File: src/rtl/hsv_to_rgb_converter_macros.svh
// Assertion helpers used by the top-level RTL file.
`ifndef HSV_TO_RGB_CONVERTER_MACROS_SVH
`define HSV_TO_RGB_CONVERTER_MACROS_SVH

// Check cons in the same cycle as ante.
`define HSVC_ASSERT_SAME(label, ante, cons, msg) \
    label: assert property (@(posedge clk) disable iff (!rst_n) (ante) |-> (cons)) \
        else $error(msg);

// Check a sequence (may start with a fixed delay) that follows ante.
`define HSVC_ASSERT_SEQ(label, ante, seq, msg) \
    label: assert property (@(posedge clk) disable iff (!rst_n) (ante) |-> seq) \
        else $error(msg);

`endif

File: src/rtl/hsvc_pkg.sv
package hsvc_pkg;

    localparam int HUE_W    = 9;
    localparam int CHAN_W   = 8;
    localparam int SECTOR_W = 4;
    localparam int K_W      = 6;
    localparam int WSPAN_W  = 14;
    localparam int XSPAN_W  = WSPAN_W + CHAN_W;
    localparam int XFULL_W  = 2 * CHAN_W;

    localparam int SECTOR_SPAN = 60;
    localparam int FULL_SCALE  = 255;
    localparam int SPAN_SCALE  = SECTOR_SPAN * FULL_SCALE;
    localparam int SECTOR_MAX  = ((1 << HUE_W) - 1) / SECTOR_SPAN;

    localparam int LATENCY = 5;

    localparam int RECIP_SPAN_SHIFT = 36;
    localparam int RECIP_SPAN_W     = 23;
    localparam logic [63:0] RECIP_SPAN_WIDE =
        ((64'd1 << RECIP_SPAN_SHIFT) + 64'(SPAN_SCALE) - 64'd1) / 64'(SPAN_SCALE);
    localparam logic [RECIP_SPAN_W-1:0] RECIP_SPAN = RECIP_SPAN_WIDE[RECIP_SPAN_W-1:0];

    localparam int RECIP_FULL_SHIFT = 24;
    localparam int RECIP_FULL_W     = 17;
    localparam logic [63:0] RECIP_FULL_WIDE =
        ((64'd1 << RECIP_FULL_SHIFT) + 64'(FULL_SCALE) - 64'd1) / 64'(FULL_SCALE);
    localparam logic [RECIP_FULL_W-1:0] RECIP_FULL = RECIP_FULL_WIDE[RECIP_FULL_W-1:0];

    localparam logic [SECTOR_W-1:0] SEC_RED     = 4'd0;
    localparam logic [SECTOR_W-1:0] SEC_YELLOW  = 4'd1;
    localparam logic [SECTOR_W-1:0] SEC_GREEN   = 4'd2;
    localparam logic [SECTOR_W-1:0] SEC_CYAN    = 4'd3;
    localparam logic [SECTOR_W-1:0] SEC_BLUE    = 4'd4;

    typedef struct packed {
        logic [SECTOR_W-1:0] sector;
        logic [K_W-1:0]      k;
        logic [CHAN_W-1:0]   sat;
        logic [CHAN_W-1:0]   val;
    } sec_item_t;

    typedef struct packed {
        logic [SECTOR_W-1:0] sector;
        logic [CHAN_W-1:0]   val;
        logic [XSPAN_W-1:0]  xq;
        logic [XSPAN_W-1:0]  xt;
        logic [XFULL_W-1:0]  xp;
    } prod_item_t;

    typedef struct packed {
        logic [SECTOR_W-1:0] sector;
        logic [CHAN_W-1:0]   val;
        logic [CHAN_W-1:0]   q;
        logic [CHAN_W-1:0]   t;
        logic [CHAN_W-1:0]   p;
    } level_item_t;

endpackage

File: src/rtl/hsvc_sector.sv
module hsvc_sector (
    input  logic                        clk,
    input  logic                        rst_n,
    input  logic                        in_valid,
    input  logic [hsvc_pkg::HUE_W-1:0]  hue,
    input  logic [hsvc_pkg::CHAN_W-1:0] saturation,
    input  logic [hsvc_pkg::CHAN_W-1:0] brightness,
    output logic                        out_valid,
    output hsvc_pkg::sec_item_t         out_item
);
    import hsvc_pkg::*;

    logic                valid_reg;
    sec_item_t           item_reg;
    sec_item_t           item_next;
    logic [SECTOR_W-1:0] sector;
    logic [HUE_W-1:0]    base;

    always_comb
    begin
        sector = '0;
        base   = '0;
        for (int i = 1; i <= SECTOR_MAX; i++)
        begin
            if (hue >= HUE_W'(i * SECTOR_SPAN))
            begin
                sector = SECTOR_W'(i);
                base   = HUE_W'(i * SECTOR_SPAN);
            end
        end
        item_next.sector = sector;
        item_next.k      = K_W'(hue - base);
        item_next.sat    = saturation;
        item_next.val    = brightness;
    end

    always_ff @(posedge clk or negedge rst_n)
    begin
        if (!rst_n)
        begin
            valid_reg <= 1'b0;
        end
        else
        begin
            valid_reg <= in_valid;
        end
    end

    always_ff @(posedge clk)
    begin
        if (in_valid)
        begin
            item_reg <= item_next;
        end
    end

    assign out_valid = valid_reg;
    assign out_item  = item_reg;

endmodule

File: src/rtl/hsvc_weight.sv
module hsvc_weight (
    input  logic                clk,
    input  logic                rst_n,
    input  logic                in_valid,
    input  hsvc_pkg::sec_item_t in_item,
    output logic                out_valid,
    output hsvc_pkg::prod_item_t out_item
);
    import hsvc_pkg::*;

    logic                valid1_reg;
    logic                valid2_reg;
    logic [SECTOR_W-1:0] sector_reg;
    logic [CHAN_W-1:0]   val_reg;
    logic [WSPAN_W-1:0]  wq_reg;
    logic [WSPAN_W-1:0]  wt_reg;
    logic [CHAN_W-1:0]   wp_reg;
    logic [WSPAN_W-1:0]  wq_next;
    logic [WSPAN_W-1:0]  wt_next;
    logic [CHAN_W-1:0]   wp_next;
    logic [K_W-1:0]      k_rev;
    prod_item_t          item_reg;
    prod_item_t          item_next;

    always_comb
    begin
        k_rev   = K_W'(SECTOR_SPAN) - in_item.k;
        wq_next = WSPAN_W'(SPAN_SCALE) - WSPAN_W'(in_item.sat) * WSPAN_W'(in_item.k);
        wt_next = WSPAN_W'(SPAN_SCALE) - WSPAN_W'(in_item.sat) * WSPAN_W'(k_rev);
        wp_next = CHAN_W'(FULL_SCALE) - in_item.sat;
    end

    always_comb
    begin
        item_next.sector = sector_reg;
        item_next.val    = val_reg;
        item_next.xq     = XSPAN_W'(val_reg) * XSPAN_W'(wq_reg);
        item_next.xt     = XSPAN_W'(val_reg) * XSPAN_W'(wt_reg);
        item_next.xp     = XFULL_W'(val_reg) * XFULL_W'(wp_reg);
    end

    always_ff @(posedge clk or negedge rst_n)
    begin
        if (!rst_n)
        begin
            valid1_reg <= 1'b0;
            valid2_reg <= 1'b0;
        end
        else
        begin
            valid1_reg <= in_valid;
            valid2_reg <= valid1_reg;
        end
    end

    always_ff @(posedge clk)
    begin
        if (in_valid)
        begin
            sector_reg <= in_item.sector;
            val_reg    <= in_item.val;
            wq_reg     <= wq_next;
            wt_reg     <= wt_next;
            wp_reg     <= wp_next;
        end
        if (valid1_reg)
        begin
            item_reg <= item_next;
        end
    end

    assign out_valid = valid2_reg;
    assign out_item  = item_reg;

endmodule

File: src/rtl/hsvc_divide.sv
module hsvc_divide (
    input  logic                  clk,
    input  logic                  rst_n,
    input  logic                  in_valid,
    input  hsvc_pkg::prod_item_t  in_item,
    output logic                  out_valid,
    output hsvc_pkg::level_item_t out_item
);
    import hsvc_pkg::*;

    localparam int PQ_W = XSPAN_W + RECIP_SPAN_W;
    localparam int PP_W = XFULL_W + RECIP_FULL_W;

    logic              valid_reg;
    level_item_t       item_reg;
    level_item_t       item_next;
    logic [PQ_W-1:0]   prod_q;
    logic [PQ_W-1:0]   prod_t;
    logic [PP_W-1:0]   prod_p;

    always_comb
    begin
        prod_q = PQ_W'(in_item.xq) * PQ_W'(RECIP_SPAN);
        prod_t = PQ_W'(in_item.xt) * PQ_W'(RECIP_SPAN);
        prod_p = PP_W'(in_item.xp) * PP_W'(RECIP_FULL);
        item_next.sector = in_item.sector;
        item_next.val    = in_item.val;
        item_next.q      = prod_q[RECIP_SPAN_SHIFT +: CHAN_W];
        item_next.t      = prod_t[RECIP_SPAN_SHIFT +: CHAN_W];
        item_next.p      = prod_p[RECIP_FULL_SHIFT +: CHAN_W];
    end

    always_ff @(posedge clk or negedge rst_n)
    begin
        if (!rst_n)
        begin
            valid_reg <= 1'b0;
        end
        else
        begin
            valid_reg <= in_valid;
        end
    end

    always_ff @(posedge clk)
    begin
        if (in_valid)
        begin
            item_reg <= item_next;
        end
    end

    assign out_valid = valid_reg;
    assign out_item  = item_reg;

endmodule

File: src/rtl/hsv_to_rgb_converter.sv
// Channel  | Signals                           | Handshake
// ---------+-----------------------------------+------------------------------
// pixel in | hue, saturation, brightness       | start high, busy low
// rgb out  | red, green, blue                  | done high for one cycle
//
// One transaction enters every cycle; busy stays low.
// Each result appears in order, set by a five-register pipeline: sector
// split, weights, value products, reciprocal scaling, channel routing.
// Reset clears the valid bits only; no results follow reset until new input.
// The receiver cannot stall, so nothing is ever held back.
`include "hsv_to_rgb_converter_macros.svh"

module hsv_to_rgb_converter (
    input  logic                        clk,
    input  logic                        rst_n,
    input  logic                        start,
    output logic                        busy,
    input  logic [hsvc_pkg::HUE_W-1:0]  hue,
    input  logic [hsvc_pkg::CHAN_W-1:0] saturation,
    input  logic [hsvc_pkg::CHAN_W-1:0] brightness,
    output logic                        done,
    output logic [hsvc_pkg::CHAN_W-1:0] red,
    output logic [hsvc_pkg::CHAN_W-1:0] green,
    output logic [hsvc_pkg::CHAN_W-1:0] blue
);
    import hsvc_pkg::*;

    logic              accept;
    logic              sec_valid;
    sec_item_t         sec_item;
    logic              prod_valid;
    prod_item_t        prod_item;
    logic              lvl_valid;
    level_item_t       lvl_item;
    logic              done_reg;
    logic [CHAN_W-1:0] red_reg;
    logic [CHAN_W-1:0] green_reg;
    logic [CHAN_W-1:0] blue_reg;
    logic [CHAN_W-1:0] red_next;
    logic [CHAN_W-1:0] green_next;
    logic [CHAN_W-1:0] blue_next;

    assign busy   = 1'b0;
    assign accept = start && !busy;

    hsvc_sector u_sector (
        .clk        (clk),
        .rst_n      (rst_n),
        .in_valid   (accept),
        .hue        (hue),
        .saturation (saturation),
        .brightness (brightness),
        .out_valid  (sec_valid),
        .out_item   (sec_item)
    );

    hsvc_weight u_weight (
        .clk       (clk),
        .rst_n     (rst_n),
        .in_valid  (sec_valid),
        .in_item   (sec_item),
        .out_valid (prod_valid),
        .out_item  (prod_item)
    );

    hsvc_divide u_divide (
        .clk       (clk),
        .rst_n     (rst_n),
        .in_valid  (prod_valid),
        .in_item   (prod_item),
        .out_valid (lvl_valid),
        .out_item  (lvl_item)
    );

    always_comb
    begin
        case (lvl_item.sector)
            SEC_RED:
            begin
                red_next   = lvl_item.val;
                green_next = lvl_item.t;
                blue_next  = lvl_item.p;
            end
            SEC_YELLOW:
            begin
                red_next   = lvl_item.q;
                green_next = lvl_item.val;
                blue_next  = lvl_item.p;
            end
            SEC_GREEN:
            begin
                red_next   = lvl_item.p;
                green_next = lvl_item.val;
                blue_next  = lvl_item.t;
            end
            SEC_CYAN:
            begin
                red_next   = lvl_item.p;
                green_next = lvl_item.q;
                blue_next  = lvl_item.val;
            end
            SEC_BLUE:
            begin
                red_next   = lvl_item.t;
                green_next = lvl_item.p;
                blue_next  = lvl_item.val;
            end
            default:
            begin
                red_next   = lvl_item.val;
                green_next = lvl_item.p;
                blue_next  = lvl_item.q;
            end
        endcase
    end

    always_ff @(posedge clk or negedge rst_n)
    begin
        if (!rst_n)
        begin
            done_reg <= 1'b0;
        end
        else
        begin
            done_reg <= lvl_valid;
        end
    end

    always_ff @(posedge clk)
    begin
        if (lvl_valid)
        begin
            red_reg   <= red_next;
            green_reg <= green_next;
            blue_reg  <= blue_next;
        end
    end

    assign done  = done_reg;
    assign red   = red_reg;
    assign green = green_reg;
    assign blue  = blue_reg;

    `HSVC_ASSERT_SEQ(a_latency, accept, ##LATENCY done, "result missing after latency")
    `HSVC_ASSERT_SEQ(a_gray, accept && (saturation == '0), ##LATENCY ((red == $past(brightness, LATENCY)) && (green == $past(brightness, LATENCY)) && (blue == $past(brightness, LATENCY))), "zero saturation not gray")
    `HSVC_ASSERT_SAME(a_value_channel, done, (red == $past(brightness, LATENCY)) || (green == $past(brightness, LATENCY)) || (blue == $past(brightness, LATENCY)), "no channel carries value")

endmodule
File: config.mk
export PLATFORM = sky130hd
export DESIGN_NAME = hsv_to_rgb_converter
export DESIGN_NICKNAME = d
export VERILOG_FILES = /design/src/rtl/hsvc_pkg.sv /design/src/rtl/hsvc_sector.sv /design/src/rtl/hsvc_weight.sv /design/src/rtl/hsvc_divide.sv /design/src/rtl/hsv_to_rgb_converter.sv
export VERILOG_INCLUDE_DIRS = /design/src /design/src/rtl
export SDC_FILE = /design/constraint.sdc
export NUM_CORES = 2
export LEC_CHECK = 0
export ABC_AREA = 1
export BUFFER_PORTS_ARGS = -buffer_cell sky130_fd_sc_hd__buf_2
export CAP_MARGIN = 20
export CORE_ASPECT_RATIO = 0.8
export CORE_UTILIZATION = 60
export DETAILED_ROUTE_END_ITERATION = 8
export PLACE_DENSITY = 0.76
export SLEW_MARGIN = 10
export SYNTH_ARGS = -nofsm -noshare
export SYNTH_HDL_FRONTEND = slang
export SYNTH_SLANG_ARGS = --single-unit
File: constraint.sdc
create_clock -name clk -period 5.5 [get_ports clk]
set_clock_uncertainty 0.1 [all_clocks]
set_input_delay 0.275 -clock clk [delete_from_list [all_inputs] [get_ports clk]]
set_output_delay 0.275 -clock clk [all_outputs]
set_load 0.05 [all_outputs]
==> summary.txt <==
Finish
  • Post-layout util: 0.665
  • Fillcell total: 4753
  • Area of the multi-input gates: between 0.02 and 0.03 mm2
  • Max reg flops: 71
  • Fraction of layout cells with a size suffix above 1: 0.0689
  • N_diodes: 0
  • Sequential Area: approximately 0.0063 mm2
  • Layout area overhead: 8.69%
  • Final-stage net count: 5470

Placed design
  • HPWL reported at the end of detailed placement: 70500 um
  • # port buffers: 52
  • Final Wtd Congestion: 0.971

Worst hold path
  • Worst Hold Class: in -> async

Clock tree
  • CTS Buf Count: 25
  • Root Buffer: clkbuf_16
  • Sink Count: 209
  • Clock transition at path regs: approximately 70 ps
  • CTS tree: yes
  • Maximum root-to-sink buffer count: 3
  • Htree depth: 1
  • Worst-Skew Late Latency: 570 ps

Drt
  • Post-DRT Antenna Nets: 0
  • Routed via count: between 20000 and 30000
  • Initial DRC count: 1953
  • Remaining DRCs: 0
  • Vias per std cell: 5.31
  • DR WL/cell: 16.6 um
  • DRT Pass-1 Iters: 5
  • Routed WL: 85000 um

Die
  • Starting Density: 0.612
  • I/O pin total: 54
  • Core outline area: 0.0587 mm2
  • # rows: 79
  • Die area: 0.0609 mm2
  • Die H: roughly 220 um
  • Die W: around 280 um

Worst setup path
  • CP Launch Type: flop
  • Worst setup path class: reg -> reg
  • Crit Path Max Fanout: 4
  • Crit end category: flop
  • WP data required: 5710 ps
  • Arrival time at the worst endpoint: 5620 ps

GRT
  • Grt ovf: 0
  • Top Usage Layer GRT: met2
  • Met2 GRT Util: 0.423
  • Largest net degree at the start of global routing: 53
  • Vias in the first global route: 27145
  • GR Util met3: 0.0619
  • Routing usage on met1: 0.423
  • First-pass GRT wire length: 137000 um
  • Initial antenna violation count: 1
  • GRT Overall Usage: 0.282

Synthesis
  • Post-synth top area cell: fa_1
  • Yosys reg bits: 209
  • Synth area leaders: fa_1 (25%), ha_1 (23%), edfxtp_1 (17%)
  • Net count after synthesis: about 5400
  • Most used flip-flop cell after synthesis: edfxtp_1
  • Sequential area share after synthesis: 0.174
  • Area share of the largest cell type after synthesis: 0.253
  • Synth unique cells: 48
  • Most common cell in the netlist: inv_1
  • Mapped Avg Cell Area: approximately 8.5 um2
  • Yosys warnings: 0
  • Commonest cells post-synth: inv_1 (1010), nand2_1 (935), ha_1 (666)
  • EDFF count, synth: 204
  • Post-synthesis cell count: between 4000 and 5000
  • FFs w/ async S/R, synth: 0.0239
  • Synth Cell Area: 0.0359 mm2

Timing
  • Slew Viols, Final: 0
  • Final hold violation count: 0
  • Count of final setup violators: 0
  • Worst Max-Slew Pin Slew: 930 ps
  • Min Tclk post-route: between 5000 and 6000 ps
  • Unrepaired setup endpoints after global routing: true
  • Relative slew slack: 0.380
  • FMAX: 185 MHz
  • Period utilization: 0.983

Run status
  • Status: finished clean

Job
  • Max-Cap Viols: 0
## logic make-up (layout without fill, tap and decap cells)
group / Yosys count / in the layout / synth area share
compound gates: 368 / 368 / 0.0567
xor+xnor: 70 / 70 / 0.0171
fa+ha+maj: 1121 / 1121 / 0.485
buf+inv: 1108 / 1237 / 0.117
flops: 209 / 209 / 0.174
other cells: 1 / 1 / 0.000104
simple gates: 1333 / 1333 / 0.150
## timing repair
item	4_1_cts	5_1_grt
pin swaps	0	24
hold buffers	19	0
endpoints found under the setup margin	2	16
setup buffers	1	22
resized for setup	0	82
hold endpoints to repair	23	0
## layout make-up
class,instances,area share
clock inverters,17,0.00577
repair buffers,168,0.0314
clock buffers,28,0.0163
multi-input cells,2893,0.663
flip-flops and latches,209,0.160
well taps,769,0.0246
inverters,1024,0.0985
## path summary, 6_finish.rpt
check                      cells after the start  slack, ps                  start                      to
max                                           22         90  u_weight.out_item[58]   u_divide.out_item[21]
min                                            2         10                  rst_n                    done
max reg2reg                                   22         90  u_weight.out_item[58]   u_divide.out_item[21]
min reg2reg                                    0        320  u_sector.out_item[23]  u_weight.sector_reg[1]
max in group asynchronous                      2       5060                  rst_n     u_weight.valid1_reg
min in group clk                               3         80                 hue[8]   u_sector.out_item[23]
## critical path, stage by stage, from the launching register on
cell        delay (ps)
edfxtp_1           450
buf_6              160
clkinvlp_4         130
ha_1               300
inv_1               50
ha_1               350
fa_1               410
ha_1               340
fa_1               450
inv_1              100
fa_1               450
fa_1               530
inv_1               60
ha_1               330
nand2_1            120
nor2_2             140
nand2_1             70
nor2_1             170
nand4_1            100
nor2_1             100
nor2_1              70
nand3_1             60
nand2_1             80
## cells in the final DEF, fill, tap and decap left out, types with 78 or more instances in the layout
cell type,n
inv_1,1007
nand2_1,928
ha_1,644
fa_1,451
edfxtp_1,204
nor2_1,201
a21oi_1,180
buf_4,91
o21ai_0,79
nand3_1,78
## through the flow
stage,hold slack (ps),TNS (ps),std cells,setup WS (ps),instance area (um2)
floorplan,-121,0,4210,333,35900
global placement,56.6,0,5020,84.0,37400
detailed placement,55.4,-33.2,5020,-29.3,37400
CTS,0.803,0,5085,8.22,38400
global route,33.0,-710,5108,-138,39100
finish,14.0,0,5108,91.3,39100
## layer usage
layer | vias up | wire (um)
met5 | - | 0
met4 | 0 | 1400
met3 | 87 | 6990
met2 | 867 | 36400
met1 | 12836 | 40200
li1 | 13335 | -
Power is left out: the tool's default activity adds up to more than one toggle a clock period on the data nets, which glitch-free logic cannot reach.
